$ cat src/hw/rtl/ttl_pkg.sv
`timescale 1ns / 1ps

package ttl_pkg;

  // field and register widths
  localparam int unsigned SIZE_W   = 7;
  localparam int unsigned MASK_W   = 9;
  localparam int unsigned CFG_W    = 9;
  localparam int unsigned CFG_IDX_W = 2;
  localparam int unsigned COORD_W  = 6;
  localparam int unsigned COUNT_W  = 13;
  localparam int unsigned NBR_W    = 4;

  // grid geometry
  localparam int unsigned MAX_WIDTH_DEF  = 64;
  localparam int unsigned MAX_HEIGHT_DEF = 64;
  localparam int unsigned MIN_SIZE       = 3;

  // register reset values
  localparam logic [SIZE_W-1:0]  GRID_WIDTH_RST   = 7'd64;
  localparam logic [SIZE_W-1:0]  GRID_HEIGHT_RST  = 7'd64;
  localparam logic [MASK_W-1:0]  BIRTH_MASK_RST   = 9'd8;
  localparam logic [MASK_W-1:0]  SURVIVE_MASK_RST = 9'd12;

  localparam logic [COUNT_W-1:0] COUNT_MAX = {COUNT_W{1'b1}};

  typedef enum logic [1:0] {
    OP_SET   = 2'd0,
    OP_STEP  = 2'd1,
    OP_CLEAR = 2'd2
  } op_e;

  typedef enum logic [CFG_IDX_W-1:0] {
    CFG_GRID_WIDTH   = 2'd0,
    CFG_GRID_HEIGHT  = 2'd1,
    CFG_BIRTH_MASK   = 2'd2,
    CFG_SURVIVE_MASK = 2'd3
  } cfg_idx_e;

  typedef enum logic [3:0] {
    ST_IDLE,
    ST_SET_RD,
    ST_SET_WR,
    ST_CLEAR,
    ST_GEN_UP,
    ST_GEN_CUR,
    ST_GEN_DN,
    ST_GEN_FILL,
    ST_CELL,
    ST_ROW_END,
    ST_ROW_LOAD,
    ST_RPT_RD,
    ST_RPT,
    ST_DONE
  } state_e;

  typedef struct packed {
    logic [1:0]         op;
    logic [COORD_W-1:0] col;
    logic [COORD_W-1:0] row;
  } in_item_t;

  typedef struct packed {
    logic [COUNT_W-1:0] live_count;
    logic               cell_alive;
    logic               bad_coord;
  } out_item_t;

  // row memory control from the sequencer
  typedef struct packed {
    logic wr_en;
    logic rd_en;
    logic clr;
  } mem_ctrl_t;

endpackage

$ cat src/hw/rtl/ttl_row_mem.sv
`timescale 1ns / 1ps

module ttl_row_mem import ttl_pkg::*; #(
  parameter int unsigned ROWS = MAX_HEIGHT_DEF,
  parameter int unsigned COLS = MAX_WIDTH_DEF
) (
  input  logic                    clk_i,
  input  logic                    rst_ni,
  input  mem_ctrl_t               ctrl_i,
  input  logic [$clog2(ROWS)-1:0] waddr_i,
  input  logic [COLS-1:0]         wdata_i,
  input  logic [$clog2(ROWS)-1:0] raddr_i,
  output logic [COLS-1:0]         rdata_o
);

  logic [COLS-1:0] mem_q [ROWS];
  logic [ROWS-1:0] row_valid_q;
  logic [COLS-1:0] rd_data_q;
  logic            rd_valid_q;

  // row storage, one write and one registered read per cycle
  always_ff @(posedge clk_i) begin
    if (ctrl_i.wr_en) begin
      mem_q[waddr_i] <= wdata_i;
    end
  end

  always_ff @(posedge clk_i) begin
    if (ctrl_i.rd_en) begin
      rd_data_q <= mem_q[raddr_i];
    end
  end

  // per-row valid bits, a row never written reads as all dead
  always_ff @(posedge clk_i or negedge rst_ni) begin
    if (!rst_ni) begin
      row_valid_q <= '0;
      rd_valid_q  <= 1'b0;
    end else begin
      if (ctrl_i.clr) begin
        row_valid_q <= '0;
      end else if (ctrl_i.wr_en) begin
        row_valid_q[waddr_i] <= 1'b1;
      end
      if (ctrl_i.rd_en) begin
        rd_valid_q <= row_valid_q[raddr_i];
      end
    end
  end

  assign rdata_o = rd_valid_q ? rd_data_q : '0;

endmodule

$ cat config.mk
export PLATFORM = sky130hd
export DESIGN_NAME = ttl_row_mem
export DESIGN_NICKNAME = d
export VERILOG_FILES = /design/src/hw/rtl/ttl_pkg.sv /design/src/hw/rtl/ttl_row_mem.sv
export SDC_FILE = /design/constraint.sdc
export NUM_CORES = 2
export LEC_CHECK = 0
export BUFFER_PORTS_ARGS = -buffer_cell sky130_fd_sc_hd__buf_2
export CAP_MARGIN = 15
export CORE_MARGIN = 5
export CORE_UTILIZATION = 55
export DETAILED_ROUTE_END_ITERATION = 10
export PLACE_DENSITY = 0.79
export SLEW_MARGIN = 20
export SYNTH_ARGS = -nofsm -noshare
export SYNTH_HDL_FRONTEND = slang
export SYNTH_SLANG_ARGS = --single-unit
$ cat constraint.sdc
create_clock -name clk_i -period 2.3 [get_ports clk_i]
set_input_delay 0.115 -clock clk_i [delete_from_list [all_inputs] [get_ports clk_i]]
set_output_delay 0.115 -clock clk_i [all_outputs]
set_load 0.02 [all_outputs]
; ---- After elaboration in Yosys (flattened, before gate mapping)
; Memory sizes are Yosys's and may differ from the RTL's. A register that Yosys moved wholly into a read port is not among the register bits.
; Index checks and enable logic that the tools add are counted.
[word_totals]
in_bits = 81
regBits = 65
elab_cells = 18
ram_bits = 4096
out_inout_bits = 64
mem_count = 1
[op_classes]
order_cmp = 3
bitwise = 1
n_mux = 9
reduce_logical = 2
[mem_list]
columns = memory, words, width, rd, rd_ports_with_merged_regs, wr, line_no
row1 = mem_q, 64, 64, 1, 1, 1, ttl_row_mem.sv:16  ; logic [COLS-1:0] mem_q [ROWS];
[op_table]
columns = operator, n
row1 = $mux 64, 3
row2 = $or 64x64->64, 1
row3 = $lt 6x7->1 const B, 2
row4 = $bmux 1 s6, 1
row5 = $demux 1 s6, 1
row6 = $ge 6x1->1 const B, 1
row7 = $mux 1, 4
row8 = $reduce_bool 2->1, 1
row9 = $logic_and 1x1->1, 1

; ---- Depth between registers and ports, before layout
[logic_depth]
ltp_word = 7
depth_mapped = 9
mapped_depth_nobuf = 5

; ---- Worst setup path after synthesis
; No wires, ideal clock.
[synth_timing]
kind = input-to-reg
startpoint = input waddr_i[5]
endpoint = memory mem_q[48][0] (netlist bit), enable pin
arrival_time_ps = 6865
setup_slack_ps = -5212
cell_stages = 4
cell_sequence = clkbuf_1 nand3_1 or2_2 nor4_1
[synth_lines]
columns = item, line_no
row1 = from (decl), ttl_row_mem.sv:10  ; input logic [$clog2(ROWS)-1:0] waddr_i,
row2 = to (decl), ttl_row_mem.sv:16
; No word-level cell before the write port.

; ---- Final worst setup path
[layout_timing]
startpoint = register rd_valid_q
endpoint = output rdata_o[0]
[layout_via]
elab_chain_len = 1
[layout_rtl]
columns = item, line_no
row1 = from (decl), ttl_row_mem.sv:19  ; logic rd_valid_q;
row2 = from (signal assigned), ttl_row_mem.sv:46  ; rd_valid_q <= row_valid_q[raddr_i];
row3 = $mux 64, ttl_row_mem.sv:51  ; assign rdata_o = rd_valid_q ? rd_data_q : '0;
row4 = to (decl), ttl_row_mem.sv:13  ; output logic [COLS-1:0] rdata_o
; No other way between the ends.

==> results.md <==
* TritonCTS clock tree: built
* Synthesized cell area at roughly 0.16 mm^2
* Drt wl/cell at 45.9 um
* Power Total at between 150 and 200 mW
* DRC Markers at 0
* CTS H-tree lvls at 5
* Startpoint types: register
* Critical Path RT at 2180 ps
* WL met3 at roughly 84 mm
* Max-Slew Margin vs Limit at about a fifth
* Most common cell after layout, fill and taps aside: edfxtp_1
* Register area share after synthesis at between 70% and 80%
* Placed insts at ~11000
* Row count at ~200
* Max FO, Critical Path at 17
* Num CTS Buffers at between 300 and 400
* Top cell type's share of synthesized area at a little under 80%
* First-pass GRT wire length at 718 mm
* Synth Net Count at about 6500
* Final wirelength at approximately 530 mm
* Die height at approximately 550 um
* Fin worst setup slack at -71.3 ps
* Status: finished, violations left
* Unrepaired setup endpoints after global routing: true
* Crit path largest cell delay at ~480 ps
* Multi-input combinational cell area at about 0.032 mm^2
* Design area at around 0.19 mm^2
* Max clock buf depth at 4
* Worst Path Arrival at 2260 ps
* Global-route usage over all layers at between 30% and 40%
* Max-slew violations at 0
* Core Area at around 0.29 mm^2
* 1st-iter DRT viols at about 18000
* GRT overflow at 0
* Die Width at roughly 550 um
* Total negative slack at -1150 ps
* Critical path type: register to primary output
* Post-DRT Antenna Nets at 0
* Met2 WL post-DR at 250 mm
* Top cells by area, synth: edfxtp_1, mux4_2, dfrtp_1
* DP Wirelength at 257 mm
* Critical-path top delay cell: dfrtp_4
* Worst-Skew Late Latency at between 1000 and 1500 ps
* Initial antenna violation count at 32
* Port Buffers at approximately 140
* Clk slew on worst S/H paths at around 70 ps
* Most frequent cells in the layout: edfxtp_1, mux4_2, clkbuf_16
* Final period utilization at 103%
* Leading area contributor after synthesis: edfxtp_1
* Syn Area/Cell at 25.1 um^2
* Post-Route Skew at approximately 96 ps
* Crit-path cells: buf_12 -> buf_16 -> and2_4 -> buf_6
* Vias per std cell at 7.38
* Synth Instances at about 6400
* Leakage at slightly below 60 nW
* Net count, final at 7384
* Worst Tran Pin Value at roughly 1200 ps
* Clock root buffer: clkbuf_16
* Drt first pass iters at 10
* M1 WL at roughly 150 mm
* Layout Cells excl Fill at about 12000
* # IOs at between 100 and 150
* Final setup fails at slightly above 40
* Synth Register Bits at 4225
* Clk sink count at between 4000 and 5000
* HP Class: input pin to register
* Worst setup EP type: primary output
* Die area at 0.302 mm^2
* Min Hold Slack at around 160 ps
* Min cycle time layout at 2370 ps
* Placer congestion estimate at a little over 0.8
* Post-synth cell types at 30
* Initial Utilization at 55.1%
* DR top layer: met5
* Placed cell areas at roughly 0.17 mm^2
* Syn. warnings at 0
* Pwr per Cell Area at ~860 mW/mm^2
* Maximum vdd drop at 0.000821 V
* Fillers at approximately 17000
* Via count at between 80000 and 90000
* Layout cells sized above 1 at ~35%
* Area Overhead vs Synth at 17.3%
* Register area at about 0.13 mm^2
* Max-cap violations at 0
* Final Hold Fails at 0
* Largest net degree at the start of global routing at between 60 and 70
* Vias in the first global route at between 80000 and 90000
* Fmax at around 420 MHz
* Failing checks: setup timing
## repair_timing
item / 4_1_cts / 5_1_grt
buffers inserted: 3 / 1
hold buffers: 87 / 0
hold endpoints to repair: 4331 / 0
gates resized for setup: 33 / 18
endpoints found under the setup margin: 64 / 109
pin swaps: 0 / 1
gates cloned: 3 / 0
## flip-flops by register name (all words and copies together), names as in the netlist
signal,count
rd_valid_q,1
rd_data_q,64
mem_q,4096
row_valid_q,64
## area by class of cell
| type | instances | share of cell area [%] |
|---|---|---|
| Timing Repair Buffer | 862 | 5.73 |
| Tap cell | 3900 | 2.60 |
| Clock buffer | 493 | 5.58 |
| Clock inverter | 245 | 1.27 |
| Antenna cell | 24 | 0.0320 |
| Inverter | 2 | 0.00400 |
| Multi-Input combinational cell | 1813 | 17.3 |
| Sequential cell | 4225 | 67.5 |
## critical path: cells and delay by family (launching register included)
kind	cells	cell delay, ps
and+or+nand+nor	1	240
buffers and inverters	3	540
DFF	1	480
## metal layers
layer | track usage (%) | vias to the layer above
met2 | 54.8 | 9817
met4 | 22.2 | 16
met5 | 0.269 | -
li1 | - | 29601
met1 | 42.5 | 43382
met3 | 11.3 | 2477
## worst paths after layout
path | start | end | slack, ps | cells after the start
min in group asynchronous | rst_ni | row_valid_q[57] | 450 | 4
hold / removal | raddr_i[2] | rd_data_q[7] | 160 | 6
setup / recovery | rd_valid_q | rdata_o[0] | -70 | 4
max in group asynchronous | rst_ni | rd_valid_q | 1210 | 4
setup reg to reg | mem_q[51][60] | rd_data_q[60] | -20 | 4
hold reg to reg | row_valid_q[63] | row_valid_q[63] | 510 | 2
## power breakdown
group	internal, mW	total, mW	switching (mW)
Clock	36.2	67.2	31.0
Combinational	3.70	8.78	5.08
Sequential	85.2	85.6	0.354
## synthesized netlist by cell type, drive strengths merged
library cell / count
a211oi: 1
a21oi: 4
a22oi: 132
a311oi: 2
a31oi: 3
a41o: 1
and2: 66
buf: 136
clkbuf: 206
dfrtp: 65
edfxtp: 4160
inv: 2
mux2i: 20
mux4: 1289
nand2: 74
nand2b: 3
nand3: 11
nand3b: 2
nand4: 1
nor2: 188
nor2b: 7
nor3: 4
nor4: 1
o21ba: 1
or2: 1
or3: 1
or3b: 1
## per-stage QoR
stage	setup slack, ps	utilization (%)
after floorplan	-928	-
after global placement	-474	59.8
after detailed placement	-444	59.8
after CTS	-92.9	64.6
after global routing	-72.8	64.6
final	-71.3	64.6
## cells by family after synthesis
| kind of cell | count (synthesis) | synth area share [%] |
|---|---|---|
| buffers and inverters | 344 | 0.913 |
| flip-flops | 4225 | 79.1 |
| AND/OR/NAND/NOR | 360 | 0.990 |
| AO/OA/AOI/OAI | 144 | 0.672 |
| multiplexers | 1309 | 18.3 |
(Power assumes the default switching activity.)
