[config.mk]
export PLATFORM = sky130hd
export DESIGN_NAME = ttl_cell_unit
export DESIGN_NICKNAME = d
export VERILOG_FILES = /design/src/hw/rtl/ttl_pkg.sv /design/src/hw/rtl/ttl_cell_unit.sv
export SDC_FILE = /design/constraint.sdc
export NUM_CORES = 1
export LEC_CHECK = 0
export BUFFER_PORTS_ARGS = -buffer_cell sky130_fd_sc_hd__buf_4
export CAP_MARGIN = 20
export CORE_MARGIN = 2
export CORE_UTILIZATION = 54
export DETAILED_ROUTE_END_ITERATION = 6
export GPL_ROUTABILITY_DRIVEN = 0
export PLACE_DENSITY = 0.91
export SLEW_MARGIN = 5
export SYNTH_ARGS = -nofsm -noshare
export SYNTH_HDL_FRONTEND = slang
export SYNTH_SLANG_ARGS = --single-unit
export TNS_END_PERCENT = 1
[constraint.sdc]
create_clock -name vclk -period 18.12
set_input_delay 0.906 -clock vclk [all_inputs]
set_output_delay 0.906 -clock vclk [all_outputs]
set_load 0.05 [all_outputs]
[src/hw/rtl/ttl_pkg.sv]
`timescale 1ns / 1ps

package ttl_pkg;

  // field and register widths
  localparam int unsigned SIZE_W   = 7;
  localparam int unsigned MASK_W   = 9;
  localparam int unsigned CFG_W    = 9;
  localparam int unsigned CFG_IDX_W = 2;
  localparam int unsigned COORD_W  = 6;
  localparam int unsigned COUNT_W  = 13;
  localparam int unsigned NBR_W    = 4;

  // grid geometry
  localparam int unsigned MAX_WIDTH_DEF  = 64;
  localparam int unsigned MAX_HEIGHT_DEF = 64;
  localparam int unsigned MIN_SIZE       = 3;

  // register reset values
  localparam logic [SIZE_W-1:0]  GRID_WIDTH_RST   = 7'd64;
  localparam logic [SIZE_W-1:0]  GRID_HEIGHT_RST  = 7'd64;
  localparam logic [MASK_W-1:0]  BIRTH_MASK_RST   = 9'd8;
  localparam logic [MASK_W-1:0]  SURVIVE_MASK_RST = 9'd12;

  localparam logic [COUNT_W-1:0] COUNT_MAX = {COUNT_W{1'b1}};

  typedef enum logic [1:0] {
    OP_SET   = 2'd0,
    OP_STEP  = 2'd1,
    OP_CLEAR = 2'd2
  } op_e;

  typedef enum logic [CFG_IDX_W-1:0] {
    CFG_GRID_WIDTH   = 2'd0,
    CFG_GRID_HEIGHT  = 2'd1,
    CFG_BIRTH_MASK   = 2'd2,
    CFG_SURVIVE_MASK = 2'd3
  } cfg_idx_e;

  typedef enum logic [3:0] {
    ST_IDLE,
    ST_SET_RD,
    ST_SET_WR,
    ST_CLEAR,
    ST_GEN_UP,
    ST_GEN_CUR,
    ST_GEN_DN,
    ST_GEN_FILL,
    ST_CELL,
    ST_ROW_END,
    ST_ROW_LOAD,
    ST_RPT_RD,
    ST_RPT,
    ST_DONE
  } state_e;

  typedef struct packed {
    logic [1:0]         op;
    logic [COORD_W-1:0] col;
    logic [COORD_W-1:0] row;
  } in_item_t;

  typedef struct packed {
    logic [COUNT_W-1:0] live_count;
    logic               cell_alive;
    logic               bad_coord;
  } out_item_t;

  // row memory control from the sequencer
  typedef struct packed {
    logic wr_en;
    logic rd_en;
    logic clr;
  } mem_ctrl_t;

endpackage

[src/hw/rtl/ttl_cell_unit.sv]
`timescale 1ns / 1ps

module ttl_cell_unit import ttl_pkg::*; #(
  parameter int unsigned COLS = MAX_WIDTH_DEF
) (
  input  logic [COLS-1:0]         up_i,
  input  logic [COLS-1:0]         cur_i,
  input  logic [COLS-1:0]         dn_i,
  input  logic [$clog2(COLS)-1:0] col_i,
  input  logic [$clog2(COLS)-1:0] col_l_i,
  input  logic [$clog2(COLS)-1:0] col_r_i,
  input  logic [MASK_W-1:0]       birth_mask_i,
  input  logic [MASK_W-1:0]       survive_mask_i,
  output logic                    alive_o
);

  logic [NBR_W-1:0]  nbr_cnt;
  logic [MASK_W-1:0] rule_mask;

  // eight neighbours of the current cell
  assign nbr_cnt = NBR_W'(up_i[col_l_i]) + NBR_W'(up_i[col_i]) + NBR_W'(up_i[col_r_i])
                 + NBR_W'(cur_i[col_l_i]) + NBR_W'(cur_i[col_r_i])
                 + NBR_W'(dn_i[col_l_i]) + NBR_W'(dn_i[col_i]) + NBR_W'(dn_i[col_r_i]);

  // live cells test the survive rule, dead cells the birth rule
  assign rule_mask = cur_i[col_i] ? survive_mask_i : birth_mask_i;
  assign alive_o   = rule_mask[nbr_cnt];

endmodule

* Word level (Yosys, flattened, before mapping)
Index checks and enable logic that the tools add are counted.
** Storage, ports and cells
- Flip-flop bits (word level) :: 0
- RAM bits :: 0
- Memories kept :: 0
- Latch bits :: 0
- Bits in read-only memories :: 0
- Logic and storage cells :: 32
- Output and inout bits :: 1
** Operators by class
- Equality and inequality tests :: 0
- Bitwise logic cells :: 0
- Magnitude comparators :: 4
- Add/subtract/negate cells :: 7
- Shift-type cells :: 0
- Reductions and logical operators :: 0
- Muxes and demuxes :: 21
- Multipliers :: 0
- Divide/modulo/power cells :: 0
** Operators by type and width (number)
- 1-bit binary-select mux with 6-bit select :: 9
- 6-bit by 7-bit < comparator with 1-bit output (second input constant) :: 3
- 4-bit by 1-bit adder with 4-bit output :: 4
- 1-bit 2-to-1 mux :: 10
- 9-bit 2-to-1 mux :: 1
- 4-bit by 5-bit < comparator with 1-bit output (second input constant) :: 1
- 3-bit by 1-bit adder with 4-bit output :: 1
- 1-bit binary-select mux with 4-bit select :: 1
- 2-bit by 1-bit adder with 3-bit output :: 1
- 1-bit by 1-bit adder with 2-bit output :: 1

* Logic depth before layout (Yosys ltp)
- Word-level depth :: 11
- Depth in mapped cells :: 20
- Gate-level depth less buffers :: 17

* Worst setup path before layout
No wires, ideal clock.
- Path type :: input to output
- Start :: in col_l_i[0]
- End :: out alive_o
- Required time :: 17.214 ns
- Stages on the path :: 16
- Arrival :: 6.529 ns
- Path buffers :: 2
- Setup slack :: 10.685 ns
- Cell sequence :: buf_2 buf_2 mux4_2 mux4_2 mux4_2 fa_1 inv_1 fa_1 inv_1 fa_1 ha_1 inv_1 fa_1 nand2b_1 or4b_2 o211ai_1
** Between the ends
- Word-level cells in the longest chain between the ends :: 11
- Elaborated cells between the ends (all ways) :: 15
** RTL lines
- start, declared :: RTL line ttl_cell_unit.sv:10 : input logic [$clog2(COLS)-1:0] col_l_i,
- 1-bit binary-select mux with 6-bit select :: RTL line ttl_cell_unit.sv:21 : assign nbr_cnt = NBR_W'(up_i[col_l_i]) + NBR_W'(up_i[col_i]) + NBR_W'(up_i[col_r_i])
- 1-bit 2-to-1 mux (implied by the code) :: RTL line ttl_cell_unit.sv:21
- 1-bit by 1-bit adder with 2-bit output :: RTL line ttl_cell_unit.sv:21
- 2-bit by 1-bit adder with 3-bit output :: RTL line ttl_cell_unit.sv:21
- 3-bit by 1-bit adder with 4-bit output :: RTL line ttl_cell_unit.sv:22 : + NBR_W'(cur_i[col_l_i]) + NBR_W'(cur_i[col_r_i])
- 4-bit by 1-bit adder with 4-bit output :: RTL line ttl_cell_unit.sv:22
- 4-bit by 1-bit adder with 4-bit output (*) (3 in a row) :: RTL line ttl_cell_unit.sv:23 : + NBR_W'(dn_i[col_l_i]) + NBR_W'(dn_i[col_i]) + NBR_W'(dn_i[col_r_i]);
- 1-bit binary-select mux with 4-bit select (*) :: RTL line ttl_cell_unit.sv:27 : assign alive_o = rule_mask[nbr_cnt];
- 1-bit 2-to-1 mux (implied by the code) (*) :: RTL line ttl_cell_unit.sv:27
- end, declared :: RTL line ttl_cell_unit.sv:14 : output logic alive_o
Mark *: on every way between the ends. The rest lies on a longest branch, timed or not. The select of a mux whose other input is x is not followed.

* Worst setup path after layout
Ends and elaborated chain as after synthesis.

==> summary.txt <==
Timing
  • Max Clk Rate: 0.1293 GHz
  • Total count of max-transition violations in the final report: 0
  • Max-slew headroom at the worst pin: 0.3880
  • Final hold slack: 2.384 ns
  • Least-Margin Pin Slew: 0.9181 ns
  • Number of hold violations in the final report: 0
  • Total of endpoints with negative setup slack in the final report: 0
  • Final period demand of the worst path: approximately 7.7 ns
  • Share of the clock period used by the worst path: 0.4268
  • Unrepaired setup endpoints after global routing: no
  • Setup TNS after final layout: 0 ns

Run
  • Total of max-cap violations: 0

Drt
  • Vias per cell: 7.808
  • Via count: approximately 4.6k
  • Drc violations: 0
  • Violation count after the first detailed-route iteration: roughly 400
  • Total length of routed wires: 16760 µm
  • Average wire per standard cell: 28.26 µm
  • Number of iterations in the first detailed-routing pass: 4
  • Final antenna-violating net count: 0

Setup path
  • Critical Path AT: 6.83 ns
  • Category of the worst setup path capture point: output pin
  • Crit path launch type: input port
  • Cell type of the slowest stage on the worst timing path: sky130_fd_sc_hd__fa_1
  • Critical path's top delay family: adder cells
  • Buffering stage count on the worst path with inverters included: 5
  • Crit-path cells: buf_4 -> mux4_2 -> mux4_2 -> mux4_2 -> fa_1 -> inv_1 -> fa_1 -> inv_1 -> fa_1 -> ha_1 -> inv_1 -> fa_1 -> nand2b_1 -> or4b_2 -> o211ai_1 -> buf_4
  • Crit Path Max Fanout: between 40 and 50
  • Kind of critical path: in -> out
  • Required time of the worst setup path: about 17 ns
  • Largest stage delay, worst path: 0.70 ns
  • Most common cell type on the critical path: sky130_fd_sc_hd__fa_1

Die
  • Row cnt: 34
  • Die Y: 99.11 µm
  • Overall die area: roughly 9800 µm²
  • Effective utilization at floorplan: 0.5574
  • Core area: 8763 µm²
  • Horizontal die dimension: 99.11 µm
  • I/O Pins: 229

Final layout
  • Most frequent standard cell in the layout excluding fill and tap cells: sky130_fd_sc_hd__buf_4
  • Fillers: 537
  • Count of clock buffers in the final design: 0
  • Post-Layout Inst Area: ~6500 µm²
  • Share of cells above drive strength 1: 0.8598
  • Layout sequential cell count: 0
  • Area growth syn-to-layout: 33.99%
  • Number of diodes added for antenna fixing: 0
  • Most frequent cells in the layout: sky130_fd_sc_hd__buf_4 (229), sky130_fd_sc_hd__mux4_2 (182), sky130_fd_sc_hd__inv_1 (9)
  • Storage cell area: 0 µm²
  • Fin nets: 722

Pwr
  • P_leak: 0.002519 µW
  • Part of the total power dissipated in sequential elements: 0
  • Reported net switching power: 141.8 µW
  • Pint: ~160 µW
  • Switching power as a share of total power: 0.4649
  • Power density relative to cell area: 46.61 nW/µm²
  • Maximum vdd ir drop: approximately 0.098 mV
  • Power share of the clock group: 0
  • Gate power share: 1.000

Global route
  • GRT Resource Usage Total: 0.3420
  • Via count of the first global-routing pass: 4908
  • Global-route wire length before repair: about 26000 µm
  • Antenna violations before repair: 0
  • Total global routing overflow: 0
  • Maximum number of pins on one net before global-route repair: 50

Placed design
  • Cell area reported after detailed placement: 6545 µm²
  • Count of port buffers added during placement: between 200 and 250
  • DP HPWL: 13130 µm

Logic synthesis
  • Mapped Cells: between 200 and 300
  • Number of distinct library cells after synthesis: 34
  • Netlist area before placement: 4885 µm²
  • Yosys Warn Count: 0
  • Area share of the largest cell type after synthesis: 0.8391
  • Post-synthesis average cell area: ~17 µm²
  • Post-synthesis cell type with the largest combined area: sky130_fd_sc_hd__mux4_2
  • Net count after synthesis: about 530
  • Largest cells by area after synthesis: sky130_fd_sc_hd__mux4_2 (84%), sky130_fd_sc_hd__fa_1 (1.6%), sky130_fd_sc_hd__mux2i_1 (1.4%), sky130_fd_sc_hd__clkbuf_1 (1.3%), sky130_fd_sc_hd__buf_2 (1.1%)
  • Portion of the post-synthesis area used by sequential elements: 0

Clocking
  • Cts hold-fix bufs: 0
  • Resized Gates After CTS: 0
  • Number of buffers inserted to repair setup after CTS: 0

Run status
  • Status: complete, no violations

Worst hold path
  • Path type of the worst min-delay path: in -> out
==> final cells by class <==
type	count	area, µm²	area share
inverters	9	33.78	0.005162
multi-input cells	247	4657	0.7115
well taps	108	135.1	0.02065
repair buffers	229	1719	0.2627
==> metrics by stage <==
step / total power [µW] / util / worst slack (ns) / std cells
after floorplan: 207.8 / - / 10.69 / 296
after global placement: 290.2 / 0.7469 / 10.47 / 593
after detailed placement: 303.6 / 0.7469 / 10.31 / 593
after CTS: 304.3 / 0.7469 / 10.33 / 593
after global routing: 325.1 / 0.7469 / 10.14 / 593
final: 305.1 / 0.7469 / 10.39 / 593
==> routing by layer <==
metal  GRT usage  up-vias  wire [µm]  part of all wire
met3     0.05552       79       1775              0.11
met5           0        -          0                 0
met4      0.1412        0        796             0.048
li1            -     1832          -                 -
met2      0.5800      396       8866              0.53
met1      0.4469     2323       5318              0.32
==> tightest hold or removal path, stage by stage <==
cell	delay, ns
sky130_fd_sc_hd__buf_4	0.07
sky130_fd_sc_hd__mux2_2	0.13
sky130_fd_sc_hd__o311ai_1	0.08
sky130_fd_sc_hd__o211ai_1	0.09
sky130_fd_sc_hd__buf_4	0.20
==> Yosys cell counts (3+ instances only) <==
cell	number
sky130_fd_sc_hd__buf_1	7
sky130_fd_sc_hd__nand2_1	7
sky130_fd_sc_hd__ha_1	3
sky130_fd_sc_hd__mux2_2	3
sky130_fd_sc_hd__nand3b_1	3
sky130_fd_sc_hd__fa_1	4
sky130_fd_sc_hd__buf_2	11
sky130_fd_sc_hd__nand3_1	4
sky130_fd_sc_hd__nor2b_1	4
sky130_fd_sc_hd__o211ai_1	3
sky130_fd_sc_hd__inv_1	9
sky130_fd_sc_hd__nor2_1	4
sky130_fd_sc_hd__mux4_2	182
sky130_fd_sc_hd__buf_6	3
sky130_fd_sc_hd__mux2i_1	7
sky130_fd_sc_hd__clkbuf_1	17
==> power by group through the flow <==
stage	Sequential [µW]	Combinational, µW	Clock [µW]
finish	0	305	0
detailed placement	0	304	0
global route	0	325	0
global placement	0	290	0
CTS	0	304	0
floorplan	0	208	0
==> final timing paths <==
check / startpoint / to / cells after the start
max: col_l_i[0] / alive_o / 16
min: birth_mask_i[6] / alive_o / 5
==> cell families after synthesis <==
group,count (synthesis),synth area share
AOI/OAI and AO/OA,16,0.02485
adders and majority gates,7,0.02408
buffers and inverters,49,0.04662
muxes,194,0.8712
and+or+nand+nor,30,0.03330
(Power assumes the default switching activity.)
