[config.mk]
export PLATFORM = sky130hd
export DESIGN_NAME = ttl_seq
export DESIGN_NICKNAME = d
export VERILOG_FILES = /design/src/hw/rtl/ttl_pkg.sv /design/src/hw/rtl/ttl_seq.sv
export SDC_FILE = /design/constraint.sdc
export NUM_CORES = 1
export LEC_CHECK = 0
export BUFFER_PORTS_ARGS = -buffer_cell sky130_fd_sc_hd__buf_2
export CORE_ASPECT_RATIO = 0.7
export CORE_MARGIN = 4
export CORE_UTILIZATION = 57
export CTS_BUF_LIST = sky130_fd_sc_hd__clkbuf_8
export DETAILED_ROUTE_END_ITERATION = 12
export HOLD_SLACK_MARGIN = 0.15
export MAX_ROUTING_LAYER = met4
export PLACE_DENSITY = 0.84
export REMOVE_ABC_BUFFERS = 1
export SYNTH_ARGS = -nofsm -noshare
export SYNTH_HDL_FRONTEND = slang
export SYNTH_SLANG_ARGS = --single-unit
[constraint.sdc]
create_clock -name clk_i -period 5.7 [get_ports clk_i]
set_input_delay 0.285 -clock clk_i [delete_from_list [all_inputs] [get_ports clk_i]]
set_output_delay 0.285 -clock clk_i [all_outputs]
set_load 0.05 [all_outputs]
[src/hw/rtl/ttl_pkg.sv]
`timescale 1ns / 1ps

package ttl_pkg;

  // field and register widths
  localparam int unsigned SIZE_W   = 7;
  localparam int unsigned MASK_W   = 9;
  localparam int unsigned CFG_W    = 9;
  localparam int unsigned CFG_IDX_W = 2;
  localparam int unsigned COORD_W  = 6;
  localparam int unsigned COUNT_W  = 13;
  localparam int unsigned NBR_W    = 4;

  // grid geometry
  localparam int unsigned MAX_WIDTH_DEF  = 64;
  localparam int unsigned MAX_HEIGHT_DEF = 64;
  localparam int unsigned MIN_SIZE       = 3;

  // register reset values
  localparam logic [SIZE_W-1:0]  GRID_WIDTH_RST   = 7'd64;
  localparam logic [SIZE_W-1:0]  GRID_HEIGHT_RST  = 7'd64;
  localparam logic [MASK_W-1:0]  BIRTH_MASK_RST   = 9'd8;
  localparam logic [MASK_W-1:0]  SURVIVE_MASK_RST = 9'd12;

  localparam logic [COUNT_W-1:0] COUNT_MAX = {COUNT_W{1'b1}};

  typedef enum logic [1:0] {
    OP_SET   = 2'd0,
    OP_STEP  = 2'd1,
    OP_CLEAR = 2'd2
  } op_e;

  typedef enum logic [CFG_IDX_W-1:0] {
    CFG_GRID_WIDTH   = 2'd0,
    CFG_GRID_HEIGHT  = 2'd1,
    CFG_BIRTH_MASK   = 2'd2,
    CFG_SURVIVE_MASK = 2'd3
  } cfg_idx_e;

  typedef enum logic [3:0] {
    ST_IDLE,
    ST_SET_RD,
    ST_SET_WR,
    ST_CLEAR,
    ST_GEN_UP,
    ST_GEN_CUR,
    ST_GEN_DN,
    ST_GEN_FILL,
    ST_CELL,
    ST_ROW_END,
    ST_ROW_LOAD,
    ST_RPT_RD,
    ST_RPT,
    ST_DONE
  } state_e;

  typedef struct packed {
    logic [1:0]         op;
    logic [COORD_W-1:0] col;
    logic [COORD_W-1:0] row;
  } in_item_t;

  typedef struct packed {
    logic [COUNT_W-1:0] live_count;
    logic               cell_alive;
    logic               bad_coord;
  } out_item_t;

  // row memory control from the sequencer
  typedef struct packed {
    logic wr_en;
    logic rd_en;
    logic clr;
  } mem_ctrl_t;

endpackage

[src/hw/rtl/ttl_seq.sv]
`timescale 1ns / 1ps

module ttl_seq import ttl_pkg::*; #(
  parameter int unsigned MAX_WIDTH  = MAX_WIDTH_DEF,
  parameter int unsigned MAX_HEIGHT = MAX_HEIGHT_DEF
) (
  input  logic                               clk_i,
  input  logic                               rst_ni,
  input  logic                               in_valid_i,
  output logic                               in_stall_o,
  input  in_item_t                           in_item_i,
  output logic                               out_valid_o,
  input  logic                               out_stall_i,
  output out_item_t                          out_item_o,
  input  logic [$clog2(MAX_WIDTH+1)-1:0]     used_w_i,
  input  logic [$clog2(MAX_HEIGHT+1)-1:0]    used_h_i,
  input  logic                               size_clr_i,
  output mem_ctrl_t                          mem_ctrl_o,
  output logic [$clog2(MAX_HEIGHT)-1:0]      waddr_o,
  output logic [MAX_WIDTH-1:0]               wdata_o,
  output logic [$clog2(MAX_HEIGHT)-1:0]      raddr_o,
  input  logic [MAX_WIDTH-1:0]               rdata_i,
  output logic [MAX_WIDTH-1:0]               up_o,
  output logic [MAX_WIDTH-1:0]               cur_o,
  output logic [MAX_WIDTH-1:0]               dn_o,
  output logic [$clog2(MAX_WIDTH)-1:0]       col_o,
  output logic [$clog2(MAX_WIDTH)-1:0]       col_l_o,
  output logic [$clog2(MAX_WIDTH)-1:0]       col_r_o,
  input  logic                               alive_i
);

  localparam int unsigned CW    = $clog2(MAX_WIDTH);
  localparam int unsigned RW    = $clog2(MAX_HEIGHT);
  localparam int unsigned UWW   = $clog2(MAX_WIDTH + 1);
  localparam int unsigned UHW   = $clog2(MAX_HEIGHT + 1);
  localparam int unsigned CMP_W = (UWW > COORD_W) ? UWW : COORD_W;
  localparam int unsigned CMP_H = (UHW > COORD_W) ? UHW : COORD_W;
  localparam int unsigned R2W   = UHW + 1;

  state_e             state_q, state_d;
  logic               bad_q, bad_d;
  logic [CW-1:0]      col_q, col_d;
  logic [RW-1:0]      row_q, row_d;
  logic [CW-1:0]      cnt_col_q, cnt_col_d;
  logic [RW-1:0]      cnt_row_q, cnt_row_d;
  logic [MAX_WIDTH-1:0] up_q, up_d, cur_q, cur_d, dn_q, dn_d;
  logic [MAX_WIDTH-1:0] save0_q, save0_d, nxt_q, nxt_d;
  logic [COUNT_W-1:0] total_q, total_d;
  logic [COUNT_W-1:0] live_q, live_d;
  logic               alive_q, alive_d;
  out_item_t          out_q, out_d;
  logic               out_valid_q, out_valid_d;

  logic               accept;
  logic               in_bad;
  logic               last_col;
  logic               last_row;
  logic [R2W-1:0]     row_nx2;

  assign in_stall_o = (state_q != ST_IDLE);
  assign accept     = in_valid_i && !in_stall_o;

  // coordinate check against the used size
  assign in_bad = (CMP_W'(in_item_i.col) >= CMP_W'(used_w_i)) ||
                  (CMP_H'(in_item_i.row) >= CMP_H'(used_h_i));

  // sweep position and torus wrap
  assign last_col = (UWW'(cnt_col_q) == used_w_i - UWW'(1));
  assign last_row = (UHW'(cnt_row_q) == used_h_i - UHW'(1));
  assign row_nx2  = R2W'(cnt_row_q) + R2W'(2);

  assign col_o   = cnt_col_q;
  assign col_l_o = (cnt_col_q == '0) ? CW'(used_w_i - UWW'(1)) : cnt_col_q - CW'(1);
  assign col_r_o = last_col ? '0 : cnt_col_q + CW'(1);
  assign up_o    = up_q;
  assign cur_o   = cur_q;
  assign dn_o    = dn_q;

  // control state
  always_ff @(posedge clk_i or negedge rst_ni) begin
    if (!rst_ni) begin
      state_q     <= ST_IDLE;
      live_q      <= '0;
      out_valid_q <= 1'b0;
    end else begin
      state_q     <= state_d;
      live_q      <= live_d;
      out_valid_q <= out_valid_d;
    end
  end

  // item, row window and result payload
  always_ff @(posedge clk_i) begin
    bad_q     <= bad_d;
    col_q     <= col_d;
    row_q     <= row_d;
    cnt_col_q <= cnt_col_d;
    cnt_row_q <= cnt_row_d;
    up_q      <= up_d;
    cur_q     <= cur_d;
    dn_q      <= dn_d;
    save0_q   <= save0_d;
    nxt_q     <= nxt_d;
    total_q   <= total_d;
    alive_q   <= alive_d;
    out_q     <= out_d;
  end

  // sequencer
  always_comb begin
    state_d     = state_q;
    bad_d       = bad_q;
    col_d       = col_q;
    row_d       = row_q;
    cnt_col_d   = cnt_col_q;
    cnt_row_d   = cnt_row_q;
    up_d        = up_q;
    cur_d       = cur_q;
    dn_d        = dn_q;
    save0_d     = save0_q;
    nxt_d       = nxt_q;
    total_d     = total_q;
    live_d      = live_q;
    alive_d     = alive_q;
    out_d       = out_q;
    out_valid_d = out_valid_q && out_stall_i;
    mem_ctrl_o  = '0;
    waddr_o     = row_q;
    wdata_o     = rdata_i;
    raddr_o     = row_q;

    if (size_clr_i) begin
      mem_ctrl_o.clr = 1'b1;
      live_d         = '0;
    end

    case (state_q)
      ST_IDLE: begin
        if (accept) begin
          bad_d   = in_bad;
          col_d   = CW'(in_item_i.col);
          row_d   = RW'(in_item_i.row);
          alive_d = 1'b0;
          case (op_e'(in_item_i.op))
            OP_SET:   state_d = in_bad ? ST_DONE : ST_SET_RD;
            OP_STEP:  state_d = ST_GEN_UP;
            OP_CLEAR: state_d = ST_CLEAR;
            default:  state_d = in_bad ? ST_DONE : ST_RPT_RD;
          endcase
        end
      end

      // set one cell by read, modify, write of its row
      ST_SET_RD: begin
        mem_ctrl_o.rd_en = 1'b1;
        state_d          = ST_SET_WR;
      end
      ST_SET_WR: begin
        if (!rdata_i[col_q]) begin
          mem_ctrl_o.wr_en = 1'b1;
          wdata_o[col_q]   = 1'b1;
          live_d           = (live_q == COUNT_MAX) ? live_q : live_q + COUNT_W'(1);
        end
        alive_d = 1'b1;
        state_d = ST_DONE;
      end

      ST_CLEAR: begin
        mem_ctrl_o.clr = 1'b1;
        live_d         = '0;
        state_d        = ST_DONE;
      end

      // load the window: last row above, rows zero and one
      ST_GEN_UP: begin
        mem_ctrl_o.rd_en = 1'b1;
        raddr_o          = RW'(used_h_i - UHW'(1));
        cnt_row_d        = '0;
        cnt_col_d        = '0;
        total_d          = '0;
        nxt_d            = '0;
        state_d          = ST_GEN_CUR;
      end
      ST_GEN_CUR: begin
        up_d             = rdata_i;
        mem_ctrl_o.rd_en = 1'b1;
        raddr_o          = '0;
        state_d          = ST_GEN_DN;
      end
      ST_GEN_DN: begin
        cur_d            = rdata_i;
        save0_d          = rdata_i;
        mem_ctrl_o.rd_en = 1'b1;
        raddr_o          = RW'(1);
        state_d          = ST_GEN_FILL;
      end
      ST_GEN_FILL: begin
        dn_d    = rdata_i;
        state_d = ST_CELL;
      end

      // one cell per cycle through the rule unit
      ST_CELL: begin
        nxt_d[cnt_col_q] = alive_i;
        if (alive_i && (total_q != COUNT_MAX)) begin
          total_d = total_q + COUNT_W'(1);
        end
        if (last_col) begin
          state_d = ST_ROW_END;
        end else begin
          cnt_col_d = cnt_col_q + CW'(1);
        end
      end

      // write the new row back and slide the window down
      ST_ROW_END: begin
        mem_ctrl_o.wr_en = 1'b1;
        waddr_o          = cnt_row_q;
        wdata_o          = nxt_q;
        up_d             = cur_q;
        cur_d            = dn_q;
        nxt_d            = '0;
        cnt_col_d        = '0;
        if (last_row) begin
          live_d  = total_q;
          state_d = bad_q ? ST_DONE : ST_RPT_RD;
        end else begin
          mem_ctrl_o.rd_en = (row_nx2 < R2W'(used_h_i));
          raddr_o          = RW'(row_nx2);
          cnt_row_d        = cnt_row_q + RW'(1);
          state_d          = ST_ROW_LOAD;
        end
      end
      ST_ROW_LOAD: begin
        // the row below the last one is the saved old row zero
        dn_d    = last_row ? save0_q : rdata_i;
        state_d = ST_CELL;
      end

      // read back the cell named by the item
      ST_RPT_RD: begin
        mem_ctrl_o.rd_en = 1'b1;
        state_d          = ST_RPT;
      end
      ST_RPT: begin
        alive_d = rdata_i[col_q];
        state_d = ST_DONE;
      end

      // hand the result to the output register once it is free
      ST_DONE: begin
        if (!out_valid_q || !out_stall_i) begin
          out_d.live_count = live_q;
          out_d.cell_alive = alive_q && !bad_q;
          out_d.bad_coord  = bad_q;
          out_valid_d      = 1'b1;
          state_d          = ST_IDLE;
        end
      end

      default: state_d = ST_IDLE;
    endcase
  end

  assign out_valid_o = out_valid_q;
  assign out_item_o  = out_q;

`ifndef NO_ASSERTIONS
  a_no_wr_with_clr: assert property (@(posedge clk_i) disable iff (!rst_ni)
    !(mem_ctrl_o.wr_en && mem_ctrl_o.clr))
    else $error("row write coincides with grid clear");

  a_busy_after_beat: assert property (@(posedge clk_i) disable iff (!rst_ni)
    (in_valid_i && !in_stall_o) |=> in_stall_o)
    else $error("input not stalled after an accepted beat");

  a_col_in_range: assert property (@(posedge clk_i) disable iff (!rst_ni)
    (state_q == ST_CELL) |-> (UWW'(cnt_col_q) < used_w_i))
    else $error("sweep column beyond used width");

  a_row_in_range: assert property (@(posedge clk_i) disable iff (!rst_ni)
    (state_q == ST_CELL) |-> (UHW'(cnt_row_q) < used_h_i))
    else $error("sweep row beyond used height");

  a_gen_total: assert property (@(posedge clk_i) disable iff (!rst_ni)
    (state_q == ST_ROW_END && last_row) |=> (live_q == $past(total_q)))
    else $error("live count not taken from generation total");
`endif

endmodule

# After elaboration in Yosys (flattened, before gate mapping)
# Index checks and enable logic that the tools add are counted.
[totals] wordCells=143 register_bits=392 out_inout_bits=306 inputBits=98
[classes] addsub=8 n_lt_le_gt_ge=7 n_eq_ne=26 reduce_logical=34 mux=49 n_bitwise=1
[op_table] op="$pmux 64 s2" count=5
[op_table] op="$mux 64" count=2
[op_table] op="$mux 13" count=5
[op_table] op="$bwmux 64" count=1
[op_table] op="$or 64x64->64" count=1
[op_table] op="$pmux 4 s11" count=1
[op_table] op="$pmux 13 s3" count=1
[op_table] op="$mux 6" count=6
[op_table] op="$add 13x1->13 const B" count=2
[op_table] op="$pmux 13 s2" count=1
[op_table] op="$eq 4x4->1 const B" count=6
[op_table] op="$pmux 6 s2" count=2
[op_table] op="$pmux 6 s4" count=1
[op_table] op="$eq 4x3->1 const B" count=4
[op_table] op="$mux 4" count=4
[op_table] op="$eq 6x7->1" count=2
[op_table] op="$ge 6x7->1" count=2
[op_table] op="$lt 6x7->1 const B" count=2
[op_table] op="$sub 7x1->7 const B" count=2
[op_table] op="$eq 13x13->1 const B" count=1
[op_table] op="$ne 13x13->1 const B" count=1
[op_table] op="$add 6x1->6 const B" count=2
[op_table] op="$demux 1 s6" count=2
[op_table] op="$ge 6x1->1 const B" count=2
[op_table] op="29 further kinds" count=67

# Longest topological paths before layout
[logic_depth] word_depth=7 ltp_mapped=12

# Worst setup path before layout
# No wires, ideal clock.
[synth_timing] path_kind="reg2reg" start="reg state_q[3]" end="reg cnt_col_q[0] (netlist: col_o[0]), enable pin" arrival_time_ns=4.253 synth_period_minus_slack_ns=4.631 required_ns=5.322 path_buffers=1 setup_ns=0.378 path_slack_ns=1.069 path_stages_with_launch=7 cell_sequence="dfrtp_1 > buf_4 > nand2b_1 > nor2_1 > nor2_1 > nor2_1 > a21boi_0"
[synth_via] elab_chain_cells=4 elab_cells_between_ends=7 classes_between="eq/ne (4); reduce/logical (3)"
[synth_rtl] element="start, declared" line="ttl_seq.sv:40" rtl="state_e state_q, state_d;"
[synth_rtl] element="start signal, assigned" line="ttl_seq.sv:86" rtl="state_q <= state_d;"
[synth_rtl] element="$eq 4x4->1 / $eq 4x3->1 (equally long branches)" line="ttl_seq.sv:137" rtl="case (state_q)"
[synth_rtl] element="$reduce_or 2->1 (no source line)"
[synth_rtl] element="$reduce_bool 2->1 (no source line)"
[synth_rtl] element="$reduce_and 2->1 (no source line) (*)"
[synth_rtl] element="end signal, assigned" line="ttl_seq.sv:97" rtl="cnt_col_q <= cnt_col_d;"
[synth_rtl] element="end, declared" line="ttl_seq.sv:44" rtl="logic [CW-1:0] cnt_col_q, cnt_col_d;"
# Mark *: on every way between the ends. The rest lies on a longest branch, timed or not.
# A chain may end at the register's enable or synchronous reset.

# Worst setup path after layout
[layout_timing] start="reg col_q[2]" end="out wdata_o[2]"
[layout_via] elab_chain_cells=7 elab_cells_between_ends=10 classes_between="order compare (2); mux (6); bitwise (1); reduce/logical (1)"
[layout_rtl] element="start, declared" line="ttl_seq.sv:42" rtl="logic [CW-1:0] col_q, col_d;"
[layout_rtl] element="start signal, assigned" line="ttl_seq.sv:95" rtl="col_q <= col_d;"
[layout_rtl] element="$lt 6x7->1 (not written as such) / $ge 6x1->1 (equally long branches)" line="ttl_seq.sv:161" rtl="wdata_o[col_q] = 1'b1;"
[layout_rtl] element="$logic_and 1x1->1 (not written as such)" line="ttl_seq.sv:161"
[layout_rtl] element="$mux 1 (not written as such)" line="ttl_seq.sv:161"
[layout_rtl] element="$demux 1 s6" line="ttl_seq.sv:161"
[layout_rtl] element="$or 64x64->64 (no source line)"
[layout_rtl] element="$mux 64 (*)" line="ttl_seq.sv:159" rtl="if (!rdata_i[col_q]) begin"
[layout_rtl] element="$pmux 64 s2 (*)" line="ttl_seq.sv:137"
[layout_rtl] element="end, declared" line="ttl_seq.sv:20" rtl="output logic [MAX_WIDTH-1:0] wdata_o,"
# Mark *: on every way between the ends. The rest lies on a longest branch, timed or not. The select of a mux whose other input is x is not followed.

==> impl_metrics.csv <==
group,metric,value,unit
sta,rsz0062_at_grt,"false",
critical_path,cp_top_family,"simple AND/OR/NAND/NOR gates",
sta,fin_tns_setup,0,ns
cts,cts_buffers,58,
place,portBuffers,403,
cells_and_area,area.growth.synth_to_final,22.08,%
synthesis,avgSynthCellArea,11.07,um2
cts,cts.clk_slew.worst_paths,0.06,ns
drt,viasPerCell,6.298,
cts,cts_tree,"built",
critical_path,reg2reg_from,"col_o[4]",
sta,slew_viol_final,0,
global_route,grt_max_degree,66,
synthesis,synth-main-ff-cell,"edfxtp_1",
min_path,hold_end,"bad_q",
critical_path,slowest_stage,"edfxtp_1",
synthesis,syn-cell-area,0.01943,mm2
place,dp_cells,2515,
drt,wl_per_cell,25.14,um
global_route,antenna_found_initial,4,
cells_and_area,multiInputGateArea,0.007144,mm2
sta,fmax,198.2,MHz
sta,hold_viol,0,
cts,clk_path_buf_depth,3,
critical_path,critPathArrivalTime,4.76,ns
die,die_h,162.5,um
drt,routed_wl,68.15,mm
critical_path,crit_fanout,18,
die,ios,404,
critical_path,cp.required,5.41,ns
min_path,hold_class,"in -> reg",
sta,period_share,0.8852,
run_status,status,"completed",
global_route,use_met3,0.09476,
cells_and_area,n_fill_cell,2399,
cells_and_area,layout.cells.non_filler,2711,
drt,drt-initial-drc-count,2384,
global_route,use_met1,0.4949,
drt,vias,17070,
min_path,worstHoldPathCells,5,
global_route,grt_busiest_layer,"met2",
cells_and_area,nets,2349,
synthesis,ys.warnings.count,0,
die,rows,56,
die,die_area,0.03716,mm2
cells_and_area,final-seq-area,0.01168,mm2
cts,cts-root-buf,"clkbuf_8",
cts,clk-insertion-delay-late,0.63,ns
synthesis,synthCells,1755,
critical_path,slowest_delay,0.74,ns
synthesis,synth_edf_count,374,
job,cap_viol_max_count,0,
pwr,power.density,460.3,mW/mm2
critical_path,rr_endpoint,"state_q[1]",
synthesis,synth_async_sr_flop_share,0.04592,
critical_path,rrSetupSlack,1.94,ns
cts,cts_sinks,392,
global_route,grt_pass1_vias,16500,
die,die_x,228.7,um
critical_path,path_depth,10,
drt,antenna_left,0,
pwr,vdd_ir_drop_max,0.0002807,V
place,hpwl,46.84,mm
drt,firstDrtPassIters,6,
sta,period_needed,5.046,ns
global_route,grt_overflow,0,
sta,setup_viol,0,
cells_and_area,fin_area,0.02372,mm2
die,start_util,0.5790,
global_route,use_met2,0.5400,
synthesis,synth.yosys.seq_area_share,0.6011,
global_route,track_usage,0.3662,
drt,route.detailed.drc,0,
sta,fin_skew,0.02661,ns
critical_path,path_buf_inv,2,
sta,slew_headroom,0.1176,
place,place.gp.congestion,0.9431,
cells_and_area,drive_gt1_frac,0.2719,
critical_path,critPathKind,"reg -> out",
critical_path,worst_setup_path_start_kind,"flop",
sta,worstMarginPinSlew,1.321,ns
critical_path,setup.worst_path.end_class,"output pin",
die,fp.coreArea,0.03356,mm2
min_path,worstHoldStart,"used_h_i[6]",
critical_path,worstRegToRegCells,8,
global_route,grt_pass1_wl,101.7,mm
place,placed_area,0.02174,mm2
cts,htreeDepth,2,
critical_path,crit_chain,"buf_4, mux2_4, a221o_1, a221oi_2, nor3_1, nor4_4, and2_2, nand4_1, o211ai_1, buf_2",
synthesis,ys_types,78,
cts,postCtsSetupRepairBufs,0,
pwr,p_leak,9.552,nW
synthesis,ys_ff_latch,392,
report_power, final:
group / leakage (nW) / switching, mW / internal (mW)
logic: 5.00 / 3.45 / 0.949
registers: 3.88 / 0.345 / 3.90
clock network: 0.673 / 1.13 / 1.14
total: 9.55 / 4.93 / 5.99
metal layers:
metal	vias up	part of all wire
li1	7385	-
met1	8134	0.39
met2	1333	0.44
met3	221	0.13
met4	0	0.042
met5	-	0
cell type report:
class                   count  area share
clock inverters            47     0.01166
clock buffers              62     0.03597
repair buffers            515      0.1299
inverters                  36    0.005696
multi-input cells        1221      0.3012
well taps                 435     0.02294
flip-flops and latches    392      0.4924
diodes                      3   0.0003165
worst reg2reg max path: cells and delay by family (launching register included):
kind / cells / cell delay, ns
AO/OA/AOI/OAI: 3 / 0.58
buffers and inverters: 1 / 0.56
flip-flops: 1 / 0.97
AND/OR/NAND/NOR: 4 / 1.60
sequential cells by signal, indices dropped and copies added (netlist names), 13 cells and up:
name,count
out_item_o,15
total_q,13
up_o,64
cur_o,64
dn_o,64
live_q,13
save0_q,64
nxt_q,64
layout by cell type, fill, tap and decap left out, types with 18 or more instances in the layout:
| master | instances |
|---|---|
| o21ai_0 | 88 |
| clkbuf_8 | 62 |
| o211ai_1 | 53 |
| nor2_1 | 60 |
| edfxtp_1 | 374 |
| inv_1 | 57 |
| buf_4 | 27 |
| mux2_2 | 66 |
| nor3_1 | 20 |
| dfrtp_1 | 18 |
| ha_1 | 27 |
| buf_2 | 403 |
| nand2_1 | 443 |
| xnor2_1 | 26 |
| nand3_1 | 103 |
| a21oi_1 | 96 |
| dlygate4sd3_1 | 84 |
worst max-delay path by stage:
| stage | start | endpoint |
|---|---|---|
| 3_5_place_dp | col_q[2] | wdata_o[20] |
| 6_report | col_q[2] | wdata_o[2] |
| 2_1_floorplan | used_h_i[1] | dn_o[0] |
| 4_1_cts | col_q[2] | wdata_o[2] |
| 5_1_grt | col_q[0] | wdata_o[5] |
| 3_3_place_gp | col_q[2] | wdata_o[20] |
metrics by stage:
stage / hold WS, ns / utilization / power, mW / setup WS [ns]
2_1_floorplan: -0.01059 / - / 7.240 / -2.676
3_3_place_gp: 0.2587 / 0.6479 / 8.433 / 1.498
3_5_place_dp: 0.2639 / 0.6479 / 8.552 / 1.440
4_1_cts: 0.3008 / 0.7066 / 10.84 / 0.7511
5_1_grt: 0.3674 / 0.7068 / 11.31 / 0.5348
6_report: 0.3218 / 0.7068 / 10.92 / 0.6545
repair_timing:
| action | in CTS | in global routing |
|---|---|---|
| gates resized for setup | 0 | 0 |
| endpoints found under the hold margin | 278 | 0 |
| hold buffers | 84 | 0 |
synthesized netlist by cell type, types with 13 or more instances:
master | number | share of area
xor2_1 | 15 | 0.0068
xnor2_1 | 26 | 0.012
inv_1 | 33 | 0.0064
and3_1 | 15 | 0.0048
nor3_1 | 22 | 0.0057
o211ai_2 | 16 | 0.010
mux2_2 | 66 | 0.038
ha_1 | 27 | 0.017
edfxtp_1 | 374 | 0.58
nand2_1 | 446 | 0.086
nand3_1 | 103 | 0.027
nor2_1 | 63 | 0.012
o211ai_1 | 53 | 0.020
clkbuf_1 | 62 | 0.012
buf_4 | 13 | 0.0050
a221o_1 | 17 | 0.0088
o21ai_0 | 88 | 0.023
dfrtp_1 | 18 | 0.023
a21oi_1 | 97 | 0.025
nand2b_1 | 16 | 0.0052
cells by family after synthesis:
group           count (synthesis)  share of synthesized area
xor+xnor                       41                    0.01848
fa+ha+maj                      27                    0.01738
flops                         392                     0.6011
buf+inv                       142                    0.03470
compound gates                344                     0.1174
mux                            80                    0.04597
simple gates                  729                     0.1650
No activity file was read; power rests on OpenSTA's default activity.
